`config.mk`:
```
export PLATFORM = sky130hd
export DESIGN_NAME = erfinv_norm_cell
export DESIGN_NICKNAME = d
export VERILOG_FILES = /design/src/rtl/core/erfinv_pkg.sv /design/src/rtl/core/erfinv_norm_cell.sv
export SDC_FILE = /design/constraint.sdc
export NUM_CORES = 1
export LEC_CHECK = 0
export ABC_AREA = 1
export CAP_MARGIN = 10
export CORE_UTILIZATION = 50
export CTS_CLUSTER_SIZE = 10
export DETAILED_ROUTE_END_ITERATION = 7
export DONT_BUFFER_PORTS = 1
export SETUP_SLACK_MARGIN = 0.1
export SYNTH_ARGS = -nofsm -noshare
export SYNTH_HDL_FRONTEND = slang
export SYNTH_SLANG_ARGS = --single-unit
```
`constraint.sdc`:
```
create_clock -name clock -period 7.2 [get_ports clock]
set_input_delay 0.36 -clock clock [delete_from_list [all_inputs] [get_ports clock]]
set_output_delay 0.36 -clock clock [all_outputs]
set_load 0.005 [all_outputs]
```
`src/rtl/core/erfinv_pkg.sv`:
```
// ----------------------------------------------------------------------------
// erfinv_pkg: shared types and constants for the inverse error function unit
// Fixed-point formats, cell word layouts and the Q30 polynomial coefficient
// tables for the central and tail branches.
// ----------------------------------------------------------------------------
package erfinv_pkg;

   // Input and output fraction bits
   localparam int IN_FRAC_BITS  = 23;
   localparam int OUT_FRAC_BITS = 20;

   // Field width of argument and inverse_value
   localparam int Y_W = 24;

   // Fraction bits of w (log domain) and of the coefficients
   localparam int WQ = 28;
   localparam int CQ = 30;

   // 1 - y*y, padded so that a Q1.30 mantissa can always be taken from the top
   localparam int D_W   = (2 * IN_FRAC_BITS + 1 < 31) ? 31 : 2 * IN_FRAC_BITS + 1;
   localparam int D_OFF = D_W - 1 - 2 * IN_FRAC_BITS;
   localparam int LZ_W  = $clog2(D_W);

   // Normalizer cells each strip up to NORM_STEP leading zeros
   localparam int NORM_STEP  = 8;
   localparam int NORM_CELLS = (D_W - 1 + NORM_STEP - 1) / NORM_STEP;
   localparam int CNT_W      = $clog2(NORM_STEP + 1);

   // Log2 mantissa in Q1.30, one fraction bit per cell
   localparam int M_W       = 31;
   localparam int M_FRAC    = M_W - 1;
   localparam int LOG_CELLS = WQ;

   // w and square root widths
   localparam int W_W    = $clog2(2 * IN_FRAC_BITS + 1) + WQ;
   localparam int V_W    = 2 * ((W_W + WQ + 1) / 2);
   localparam int ROOT_W = V_W / 2;
   localparam int REM_W  = ROOT_W + 2;
   localparam int T_W    = ROOT_W + 1;

   // Horner accumulator in Q30, split into two partial products per step
   localparam int X_W          = 36;
   localparam int XL_W         = 18;
   localparam int XH_W         = X_W - XL_W;
   localparam int HORNER_CELLS = 8;

   // Final scaling shift from Q30 * Q(IN) down to Q(OUT)
   localparam int RES_SHIFT = CQ + IN_FRAC_BITS - OUT_FRAC_BITS;

   // ln 2 in Q28, rounded to nearest
   localparam longint LN2_Q28_L =
      (64'sd6931471806 * 64'sd268435456 + 64'sd5000000000) / 64'sd10000000000;
   localparam logic [WQ-1:0] LN2_Q28 = WQ'(LN2_Q28_L);

   // Central branch coefficients, Q30, highest order first
   localparam logic signed [X_W-1:0] CENTRAL_COEF [0:8] = '{
      X_W'((64'sd281022636 * 64'sd1073741824 + 64'sd5000000000000000)
           / 64'sd10000000000000000),
      X_W'((64'sd343273939 * 64'sd1073741824 + 64'sd500000000000000)
           / 64'sd1000000000000000),
      X_W'(-((64'sd352338770 * 64'sd1073741824 + 64'sd50000000000000)
           / 64'sd100000000000000)),
      X_W'(-((64'sd439150654 * 64'sd1073741824 + 64'sd50000000000000)
           / 64'sd100000000000000)),
      X_W'((64'sd218580870 * 64'sd1073741824 + 64'sd500000000000)
           / 64'sd1000000000000),
      X_W'(-((64'sd125372503 * 64'sd1073741824 + 64'sd50000000000)
           / 64'sd100000000000)),
      X_W'(-((64'sd417768164 * 64'sd1073741824 + 64'sd50000000000)
           / 64'sd100000000000)),
      X_W'((64'sd246640727 * 64'sd1073741824 + 64'sd500000000)
           / 64'sd1000000000),
      X_W'((64'sd150140941 * 64'sd1073741824 + 64'sd50000000)
           / 64'sd100000000)
   };

   // Tail branch coefficients, Q30, highest order first
   localparam logic signed [X_W-1:0] TAIL_COEF [0:8] = '{
      X_W'(-((64'sd200214257 * 64'sd1073741824 + 64'sd500000000000)
           / 64'sd1000000000000)),
      X_W'((64'sd100950558 * 64'sd1073741824 + 64'sd500000000000)
           / 64'sd1000000000000),
      X_W'((64'sd134934322 * 64'sd1073741824 + 64'sd50000000000)
           / 64'sd100000000000),
      X_W'(-((64'sd367342844 * 64'sd1073741824 + 64'sd50000000000)
           / 64'sd100000000000)),
      X_W'((64'sd573950773 * 64'sd1073741824 + 64'sd50000000000)
           / 64'sd100000000000),
      X_W'(-((64'sd762246130 * 64'sd1073741824 + 64'sd50000000000)
           / 64'sd100000000000)),
      X_W'((64'sd943887047 * 64'sd1073741824 + 64'sd50000000000)
           / 64'sd100000000000),
      X_W'((64'sd100167406 * 64'sd1073741824 + 64'sd50000000)
           / 64'sd100000000),
      X_W'((64'sd283297682 * 64'sd1073741824 + 64'sd50000000)
           / 64'sd100000000)
   };

   // Per-item tag carried down the whole chain
   typedef struct packed {
      logic                  sat;
      logic signed [Y_W-1:0] y;
   } tag_type;

   typedef struct packed {
      logic            valid;
      tag_type         tag;
      logic [D_W-1:0]  d;
      logic [LZ_W-1:0] lz;
   } norm_word_type;

   typedef struct packed {
      logic            valid;
      tag_type         tag;
      logic [LZ_W-1:0] lz;
      logic [M_W-1:0]  m;
      logic [WQ-1:0]   frac;
   } log_word_type;

   typedef struct packed {
      logic                  valid;
      tag_type               tag;
      logic                  central;
      logic signed [T_W-1:0] tc;
      logic [V_W-1:0]        v;
      logic [REM_W-1:0]      rem;
      logic [ROOT_W-1:0]     root;
   } sqrt_word_type;

   typedef struct packed {
      logic                  valid;
      tag_type               tag;
      logic                  central;
      logic signed [T_W-1:0] t;
      logic signed [X_W-1:0] x;
   } horner_word_type;

endpackage

```
`src/rtl/core/erfinv_norm_cell.sv`:
```
// ----------------------------------------------------------------------------
// erfinv_norm_cell: one step of the leading-zero normalizer
// Strips up to eight leading zeros from the word and adds the count to lz.
// ----------------------------------------------------------------------------
module erfinv_norm_cell (
   input  logic                      clock,
   input  logic                      reset,
   input  logic                      enable,
   input  erfinv_pkg::norm_word_type src_word,
   output erfinv_pkg::norm_word_type dst_word
);
   import erfinv_pkg::*;

   norm_word_type          word_ff, word_in;
   logic [NORM_STEP-1:0]   top_bits;
   logic [CNT_W-1:0]       zeros;

   // Count leading zeros of the top byte and shift them out
   always_comb begin
      top_bits = src_word.d[D_W-1 -: NORM_STEP];
      zeros    = CNT_W'(NORM_STEP);
      for (int i = 0; i < NORM_STEP; i++) begin
         if (top_bits[i]) begin
            zeros = CNT_W'(NORM_STEP - 1 - i);
         end
      end
      word_in    = src_word;
      word_in.d  = src_word.d << zeros;
      word_in.lz = src_word.lz + LZ_W'(zeros);
   end

   // Advance the word
   always_ff @(posedge clock) begin
      if (reset) begin
         word_ff.valid <= 1'b0;
      end else if (enable) begin
         word_ff <= word_in;
      end
   end

   assign dst_word = word_ff;

endmodule

```
* After elaboration in Yosys (flattened, before gate mapping) *
Cells that the tools add are included.

word-level totals
  word-level logic and storage cells = 17
  register bits = 79
  output and inout port bits = 79

cells by class
  reductions and logical operators = 1
  $add $sub $neg = 1
  mux-type cells = 8
  shift-type cells = 1
  bitwise operators = 1

operators with widths
  cell                         count
  left shift 47 x 4 -> 47 bit  1
  two-way mux 4 bit            8
  adder 6 x 4 -> 6 bit         1
  AND reduction 2 bit          1
  inverter 1 bit               1

* Logic depth before layout (Yosys ltp) *
Gate-level depths: netlist of the first run.

  depth after elaboration = 9
  mapped depth = 17
  depth with buffers taken out = 16

* Worst setup path after synthesis of the first run *
Ideal clock, no wire load.

  path type = in2reg
  from = in enable
  to = reg word_ff (netlist bit dst_word[0]) (enable)
  setup slack = 2.994 ns
  path buffers = 0
  arrival = 3.689 ns
  setup time = 0.517 ns
  data required time = 6.683 ns
  stages = 2
  cell sequence = inv_1 -> nor2_1

between the ends
  longest elaborated chain between the ends = 1

RTL lines
  element                        RTL line                RTL
  from (decl)                    erfinv_norm_cell.sv:8   input logic enable,
  AND reduction 2 bit (no line)  -
  to (signal assigned)           erfinv_norm_cell.sv:37  word_ff <= word_in;
  to (decl)                      erfinv_norm_cell.sv:14  norm_word_type word_ff, word_in;

Every way passes these cells.
A chain may end at the register's enable or synchronous reset.

==> flow_metrics.py, run 1 <==
metrics = {
    "status": {
        "status": "finished, final reports clean",
    },
    "worst_setup_path": {
        "crit_arrival_ns": 3.03,
        "crit_buf_inv": 2,
        "crit_family": "simple AND/OR/NAND/NOR gates",
        "endpoint_kind": "flop",
        "path_cells": "inv_2, nand2_1, nand2_1, nand2_1, nand2_1, nand2_2, nand2_2, ha_1, ha_1, inv_1, nand2_1, a21oi_1, nor2_1, o21bai_1, nand2_1",
        "crit_path_start_kind": "input port",
        "required_ns": 7.32,
        "critPathKind": "input port to flop",
        "slowest_delay_ns": 0.71,
        "crit_slowest_cell": "nand2_2",
        "cp_max_fo": 50,
        "path_common_cell": "nand2_1",
    },
    "clock_network": {
        "clock_latency_ns": 0.35,
        "cts_resized": 0,
        "clockBufferDepth": 2,
        "clockRootBuffer": "clkbuf_8",
        "cts_sinks": 79,
        "path_clk_slew_ns": 0.09,
        "postCtsHoldBufs": 0,
        "htreeDepth": 3,
        "cts_made_buffers": 9,
        "postCtsSetupBuffers": 0,
        "tritoncts": "done",
    },
    "layout": {
        "final_cells": 746,
        "diodes": 0,
        "largest_register_ffs": 79,
        "fin_area_mm2": 0.00513,
        "drive_gt1_share_pct": 6.16,
        "finalNetCount": 697,
        "area_growth_pct": 3.79,
        "fill_cells": 903,
        "final_util_pct": 54.5,
    },
    "global_route": {
        "grt_pass1_vias": 3895,
        "grt_pass1_wl_um": 19700,
        "grt_use_total_pct": 25.2,
        "gr-total-overflow": 0,
        "grt_max_degree": 79,
        "antenna_found_initial": 0,
    },
    "sta": {
        "clock_skew_ns": 0,
        "min_period_ns": 2.91,
        "fin_crit_sh_pct": 40.4,
        "max_slew_margin_pct": 37.3,
        "setup_slack_ns": 4.29,
        "fmax_mhz": 344,
        "hold_viol_final": 0,
        "grt_setup_unrepaired": "false",
        "slew_violations": 0,
        "hold_ws_ns": 0.0649,
        "worst_slew_pin_slew_ns": 0.941,
        "tns_ns": 0,
        "setup_viol": 0,
    },
    "detailed_routing": {
        "dr.pass1.iters": 5,
        "drc": 0,
        "wire_per_inst_um": 17.2,
        "vias": 4353,
        "wl_um": 12900,
        "via_per_inst": 5.84,
        "drtAntennaViolNets": 0,
        "first_iter_violations": 224,
    },
    "yosys": {
        "synth_edf_count": 78,
        "synth.area.top_cells": "edfxtp_1 (47%), nand3_1 (24%), nand2_1 (11%), inv_1 (4.4%), nor2_1 (2.0%)",
        "yosysTopAreaCell": "edfxtp_1",
        "yosysTopAreaCellShare_pct": 47.3,
        "synth_fp_nets": 719,
        "ys_ff_latch": 79,
        "ys_warn_count": 0,
        "synthDistinctLibCells": 29,
        "synth-main-ff-cell": "edfxtp_1",
        "synth_area_mm2": 0.00495,
        "yosysMostFrequentCell": "nand3_1",
        "netlist_instances": 634,
        "syn_avg_cell_area_um2": 7.80,
        "netlist_top_cells_count": "nand3_1 (234), nand2_1 (146), edfxtp_1 (78)",
        "ys_seq_area_share_pct": 47.7,
        "synth-async-reset-ratio_pct": 0,
    },
    "floorplan": {
        "initial_core_util_pct": 52.5,
        "die_h_um": 101,
        "die_x_um": 101,
        "dieArea_mm2": 0.0103,
        "core_area_mm2": 0.00942,
        "io_pins": 161,
        "fp-row-count": 35,
    },
    "power": {
        "p_total_mw": 1.10,
        "p_per_area_mw_per_mm2": 214,
        "p_leak_nw": 2.25,
        "peakVddDrop_v": 0.000125,
    },
    "placement": {
        "dp_slack_ns": 3.96,
        "place_area_mm2": 0.00494,
        "dpl.hpwl_um": 8840,
        "placedCellCount": 730,
        "port_buffers": 0,
        "place_congestion": 0.889,
    },
    "run": {
        "max-cap-violations": 0,
    },
    "hold_path": {
        "hold_class": "input port to flop",
    },
}
[worst reg2reg max path, cell delays in order (launching register included)]
cell     delay [ns]
dfxtp_1        0.35
nand2_1        0.06
a21oi_1        0.11
[cells by family after synthesis]
family | after synthesis | share of synthesized area (%)
XOR/XNOR | 2 | 0.354
buffers and inverters | 102 | 9.13
adder cells (fa/ha/maj) | 3 | 0.759
AO/OA/AOI/OAI | 26 | 2.73
AND/OR/NAND/NOR | 422 | 39.3
flip-flops | 79 | 47.7
[path summary, 6_finish.rpt]
check | startpoint | cells after the start | slack, ns | endpoint
hold reg to reg | dst_word[78] | 2 | 0.47 | dst_word[78]
setup / recovery | src_word[46] | 15 | 4.29 | dst_word[4]
hold / removal | reset | 1 | 0.06 | dst_word[78]
setup reg to reg | dst_word[78] | 2 | 6.62 | dst_word[78]
[layout make-up]
| class | instances | area, um2 | share of cell area [%] |
|---|---|---|---|
| multi-input cells | 453 | 2140 | 41.8 |
| clock buffers | 10 | 128 | 2.49 |
| clock inverters | 6 | 70.1 | 1.36 |
| flip-flops and latches | 79 | 2360 | 46.0 |
| repair buffers | 2 | 15.0 | 0.292 |
| well taps | 129 | 161 | 3.14 |
| inverters | 67 | 254 | 4.95 |
[placed cells by master, fill, tap and decap left out, types with 3 or more instances in the layout]
cell / count
a21oi_1: 6
clkbuf_8: 9
clkinvlp_4: 3
edfxtp_1: 78
ha_1: 3
inv_1: 58
inv_2: 8
nand2_1: 146
nand2_2: 4
nand2_4: 3
nand3_1: 234
nor2_1: 25
o21ai_0: 9
o21ai_1: 8
[report_power, final]
group          internal, mW  total [mW]  switching (mW)
Sequential            0.555       0.574          0.0190
Combinational        0.0558       0.188           0.132
Clock                 0.163       0.337           0.174
[routing by layer]
| metal | GRT usage [%] | wire length (um) | vias up |
|---|---|---|---|
| li1 | - | - | 2122 |
| met1 | 32.4 | 5580 | 1998 |
| met2 | 41.9 | 6130 | 210 |
| met3 | 5.73 | 897 | 23 |
| met4 | 8.92 | 259 | 0 |
| met5 | 0 | 0 | - |
Note: power is estimated with default switching activity, not from simulation.
==> run 2, diff against run 1 <==
==> constraint.sdc (replaced) <==
create_clock -name clock -period 2.75 [get_ports clock]
set_input_delay 0.1375 -clock clock [delete_from_list [all_inputs] [get_ports clock]]
set_output_delay 0.1375 -clock clock [all_outputs]
set_load 0.005 [all_outputs]
==> flow_metrics.py, run 2 (synthesized netlist as in run 1, its figures left out) <==
metrics = {
    "worst_setup_path": {
        "r2r_start": "dst_word[78]",
        "crit_arrival_ns": 1.87,
        "r2r-end": "dst_word[78]",
        "reg2reg_depth": 3,
        "cp_max_fo": 47,
        "endpoint_kind": "flop",
        "reg2reg_slack_ns": 1.63,
        "required_ns": 2.93,
        "crit_path_start_kind": "input port",
        "critPathKind": "input port to flop",
    },
    "global_route": {
        "gr-total-overflow": 0,
        "antenna_found_initial": 0,
        "grt_max_degree": 48,
        "grt_use_total_pct": 26.1,
        "grt_pass1_vias": 4216,
        "grt_pass1_wl_um": 20600,
    },
    "sta": {
        "min_period_ns": 1.69,
        "slew_violations": 0,
        "max_slew_margin_pct": 46.8,
        "grt_setup_unrepaired": "false",
        "fin_crit_sh_pct": 61.6,
        "tns_ns": 0,
        "hold_viol_final": 0,
        "worst_slew_pin_slew_ns": 0.797,
        "setup_viol": 0,
        "clock_skew_ns": 0,
        "fmax_mhz": 590,
    },
    "clock_network": {
        "path_clk_slew_ns": 0.09,
        "htreeDepth": 3,
        "cts_sinks": 79,
        "clock_latency_ns": 0.35,
        "clockBufferDepth": 2,
        "cts_resized": 0,
        "postCtsSetupBuffers": 0,
        "clockRootBuffer": "clkbuf_8",
        "tritoncts": "done",
        "cts_made_buffers": 9,
    },
    "placement": {
        "port_buffers": 0,
        "place_congestion": 0.809,
        "placedCellCount": 736,
        "dpl.hpwl_um": 9110,
    },
    "status": {
        "status": "finished, final reports clean",
    },
    "floorplan": {
        "core_area_mm2": 0.00942,
        "initial_core_util_pct": 52.5,
        "io_pins": 161,
        "fp-row-count": 35,
        "dieArea_mm2": 0.0103,
        "die_x_um": 101,
        "die_h_um": 101,
    },
    "layout": {
        "fill_cells": 892,
        "drive_gt1_share_pct": 6.74,
        "finalNetCount": 733,
        "largest_register_ffs": 79,
        "final_cells": 782,
        "diodes": 0,
        "final_common_cell": "nand3_1",
        "final_cell_mix": "nand3_1 (234), nand2_1 (146), edfxtp_1 (78), inv_1 (58), dlygate4sd3_1 (30)",
        "area_growth_pct": 10.8,
    },
    "run": {
        "max-cap-violations": 0,
    },
    "detailed_routing": {
        "drtAntennaViolNets": 0,
        "vias": 4466,
        "dr.pass1.iters": 5,
        "via_per_inst": 5.71,
        "drc": 0,
        "wire_per_inst_um": 17.1,
        "first_iter_violations": 259,
        "wl_um": 13300,
    },
    "power": {
        "p_leak_nw": 2.40,
        "peakVddDrop_v": 0.000244,
        "p_per_area_mw_per_mm2": 532,
        "p_total_mw": 2.91,
    },
    "hold_path": {
        "hold_depth": 2,
        "hold_class": "input port to flop",
        "holdPathEnd": "dst_word[5]",
        "min_from": "src_word[5]",
    },
}
run 2: worst max path at each step:
stage,start,endpoint,slack (ns)
5_1_grt,src_word[48],dst_word[29],0.81
4_1_cts,src_word[48],dst_word[26],1.07
6_report,src_word[48],dst_word[26],1.06
3_5_place_dp,src_word[48],dst_word[29],0.71
2_1_floorplan,enable,dst_word[0],0.13
3_3_place_gp,src_word[48],dst_word[29],0.70
run 2: metrics by stage:
stage	util (%)	hold slack, ns	instance area, um2	setup slack, ns
CTS	58.2	0.0220	5480	1.07
floorplan	-	0.207	4950	0.127
global placement	52.9	0.209	4980	0.704
global route	58.2	0.0460	5480	0.806
finish	58.2	0.0315	5480	1.06
detailed placement	52.9	0.212	4980	0.708
run 2: routing by layer:
| metal | vias to the layer above | share of wire [%] | track usage [%] |
|---|---|---|---|
| met5 | - | 0 | 0 |
| met4 | 0 | 1.7 | 10.3 |
| met3 | 25 | 9.2 | 6.28 |
| met2 | 210 | 46 | 42.6 |
| met1 | 2031 | 43 | 33.6 |
| li1 | 2200 | - | - |
run 2: power breakdown:
group / total (mW) / internal, mW / switching [mW]
sequential: 1.50 / 1.45 / 0.0529
combinational: 0.525 / 0.179 / 0.346
clock: 0.884 / 0.426 / 0.458
total: 2.91 / 2.06 / 0.856
run 2: layout make-up:
type	instances	area [um2]	area share [%]
Clock buffer	10	128	2.33
Clock inverter	6	70.1	1.28
Multi-Input combinational cell	453	2140	39.1
Tap cell	129	161	2.95
Sequential cell	79	2360	43.1
Timing Repair Buffer	38	360	6.58
Inverter	67	254	4.63
run 2: worst max-delay path, stage by stage:
cell     delay (ns)
inv_1          0.12
nand3_1        0.12
nand2_2        0.11
nand2_4        0.14
inv_2          0.61
nand3_1        0.25
nand3_1        0.15
nand2_1        0.06
nor2_1         0.16
run 2: repair_timing:
item / CTS / global route
hold endpoints to repair: 29 / 0
endpoints found under the setup margin: 0 / 0
hold buffers: 30 / 0
==> run 3, diff against run 2 <==
==> constraint.sdc (replaced) <==
create_clock -name clock -period 1.56 [get_ports clock]
set_input_delay 0.078 -clock clock [delete_from_list [all_inputs] [get_ports clock]]
set_output_delay 0.078 -clock clock [all_outputs]
set_load 0.005 [all_outputs]
==> flow_metrics.py, run 3 (synthesized netlist as in run 1, its figures left out) <==
metrics = {
    "sta": {
        "max_slew_margin_pct": 68.9,
        "setup_slack_ns": 0.150,
        "fmax_mhz": 709,
        "fin_crit_sh_pct": 90.4,
        "grt_setup_unrepaired": "false",
        "hold_ws_ns": 0.0262,
        "tns_ns": 0,
        "hold_viol_final": 0,
        "worst_slew_pin_slew_ns": 0.466,
        "slew_violations": 0,
        "setup_viol": 0,
        "clock_skew_ns": 0,
        "min_period_ns": 1.41,
    },
    "floorplan": {
        "fp-row-count": 35,
        "die_x_um": 101,
        "initial_core_util_pct": 52.5,
        "io_pins": 161,
        "core_area_mm2": 0.00942,
        "die_h_um": 101,
        "dieArea_mm2": 0.0103,
    },
    "power": {
        "switching_power_mw": 1.58,
        "peakVddDrop_v": 0.000518,
        "pwr-share-seq_pct": 51.2,
        "cellInternalPower_mw": 3.58,
        "p_total_mw": 5.16,
        "p_per_area_mw_per_mm2": 892,
        "swShare_pct": 30.6,
        "clkPwrFrac_pct": 28.8,
        "p_leak_nw": 2.55,
        "power_frac_comb_pct": 19.9,
    },
    "detailed_routing": {
        "first_iter_violations": 376,
        "drtAntennaViolNets": 0,
        "dr.pass1.iters": 5,
        "wire_per_inst_um": 17.3,
        "via_per_inst": 5.74,
        "drc": 0,
        "vias": 4596,
        "wl_um": 13900,
    },
    "placement": {
        "dp_slack_ns": -0.0779,
        "place_congestion": 0.882,
        "dpl.hpwl_um": 9700,
        "port_buffers": 0,
    },
    "clock_network": {
        "clockBufferDepth": 2,
        "path_clk_slew_ns": 0.09,
        "cts_made_buffers": 9,
        "cts_sinks": 79,
        "tritoncts": "done",
        "clock_latency_ns": 0.35,
        "htreeDepth": 3,
        "clockRootBuffer": "clkbuf_8",
    },
    "layout": {
        "area_growth_pct": 17.0,
        "drive_gt1_share_pct": 11.0,
        "fill_cells": 818,
        "ff_latch_area_mm2": 0.00236,
        "final_cell_mix": "nand3_1 (234), nand2_1 (143), edfxtp_1 (78), inv_1 (56), dlygate4sd3_1 (30)",
        "final_common_cell": "nand3_1",
        "largest_register_ffs": 79,
        "multi_input_area_mm2": 0.00219,
        "diodes": 0,
        "finalNetCount": 752,
    },
    "global_route": {
        "grt_use_total_pct": 26.9,
        "antenna_found_initial": 0,
        "grt_max_degree": 79,
        "gr-total-overflow": 0,
        "grt_pass1_vias": 4239,
        "grt_pass1_wl_um": 21000,
    },
    "worst_setup_path": {
        "critPathKind": "input port to flop",
        "cp_max_fo": 2,
        "endpoint_kind": "flop",
        "crit_path_start_kind": "input port",
        "required_ns": 1.67,
        "crit_arrival_ns": 1.52,
    },
    "run": {
        "max-cap-violations": 0,
    },
    "status": {
        "status": "finished, final reports clean",
    },
    "hold_path": {
        "hold_class": "input port to flop",
    },
}
## run 3: cell count changes in the layout (fill, tap and decap cells not counted), moves of 2 or more
cell | previous run | this run
nand2_4 | 3 | 5
ha_1 | 3 | 1
nor2_1 | 25 | 23
nand2_1 | 146 | 143
buf_4 | 8 | 19
buf_12 | 0 | 8
inv_1 | 58 | 56
inv_12 | 0 | 2
## run 3: repair_timing
action                     4_1_cts  5_1_grt
gates resized for setup          0        3
setup buffers                    0        1
setup endpoints to repair        0        1
hold buffers                    30        0
hold endpoints to repair        29        0
## run 3: per-layer routing
| metal | up-vias | part of all wire (%) | track usage, % |
|---|---|---|---|
| li1 | 2239 | - | - |
| met1 | 2080 | 42 | 34.7 |
| met2 | 245 | 47 | 44.7 |
| met3 | 32 | 8.2 | 5.87 |
| met4 | 0 | 2.2 | 9.36 |
| met5 | - | 0 | 0 |
## run 3: final timing paths
check                           slack [ns]          from  depth (start not counted)      endpoint
worst min-delay path                  0.03   src_word[4]                          2   dst_word[4]
worst min register to register        1.03  dst_word[78]                          3  dst_word[78]
worst max-delay path                  0.15   src_word[0]                          9   dst_word[4]
worst max register to register        0.44  dst_word[78]                          3  dst_word[78]
## run 3: final cells by class
cell class,instances,area share (%)
Timing Repair Buffer,57,10.4
Inverter,67,4.86
Sequential cell,79,40.8
Clock inverter,6,0.908
Tap cell,129,2.79
Clock buffer,10,2.38
Multi-Input combinational cell,453,37.8
## run 3: power by group through the flow
stage | Combinational (mW) | Sequential, mW | Clock [mW]
2_1_floorplan | 0.711 | 2.67 | 0
3_3_place_gp | 0.938 | 2.69 | 0
3_5_place_dp | 0.952 | 2.70 | 0
4_1_cts | 1.01 | 2.65 | 1.50
5_1_grt | 1.15 | 2.67 | 1.59
6_report | 1.03 | 2.65 | 1.49
## run 3: metrics by stage
step                      std cells  util (%)  cell area (um2)
after CTS                       800      61.3             5770
after detailed placement        754      56.1             5280
after global routing            801      61.5             5790
after global placement          754      56.1             5280
after floorplan                 634         -             5030
final                           801      61.5             5790
## run 3: worst max-delay path, cell delays in order
cell           delay (ns)
dlygate4sd3_1        0.54
ha_2                 0.19
ha_1                 0.17
inv_1                0.06
nand2_2              0.06
a21oi_2              0.15
nor2_2               0.06
o21bai_1             0.14
nand2_1              0.07
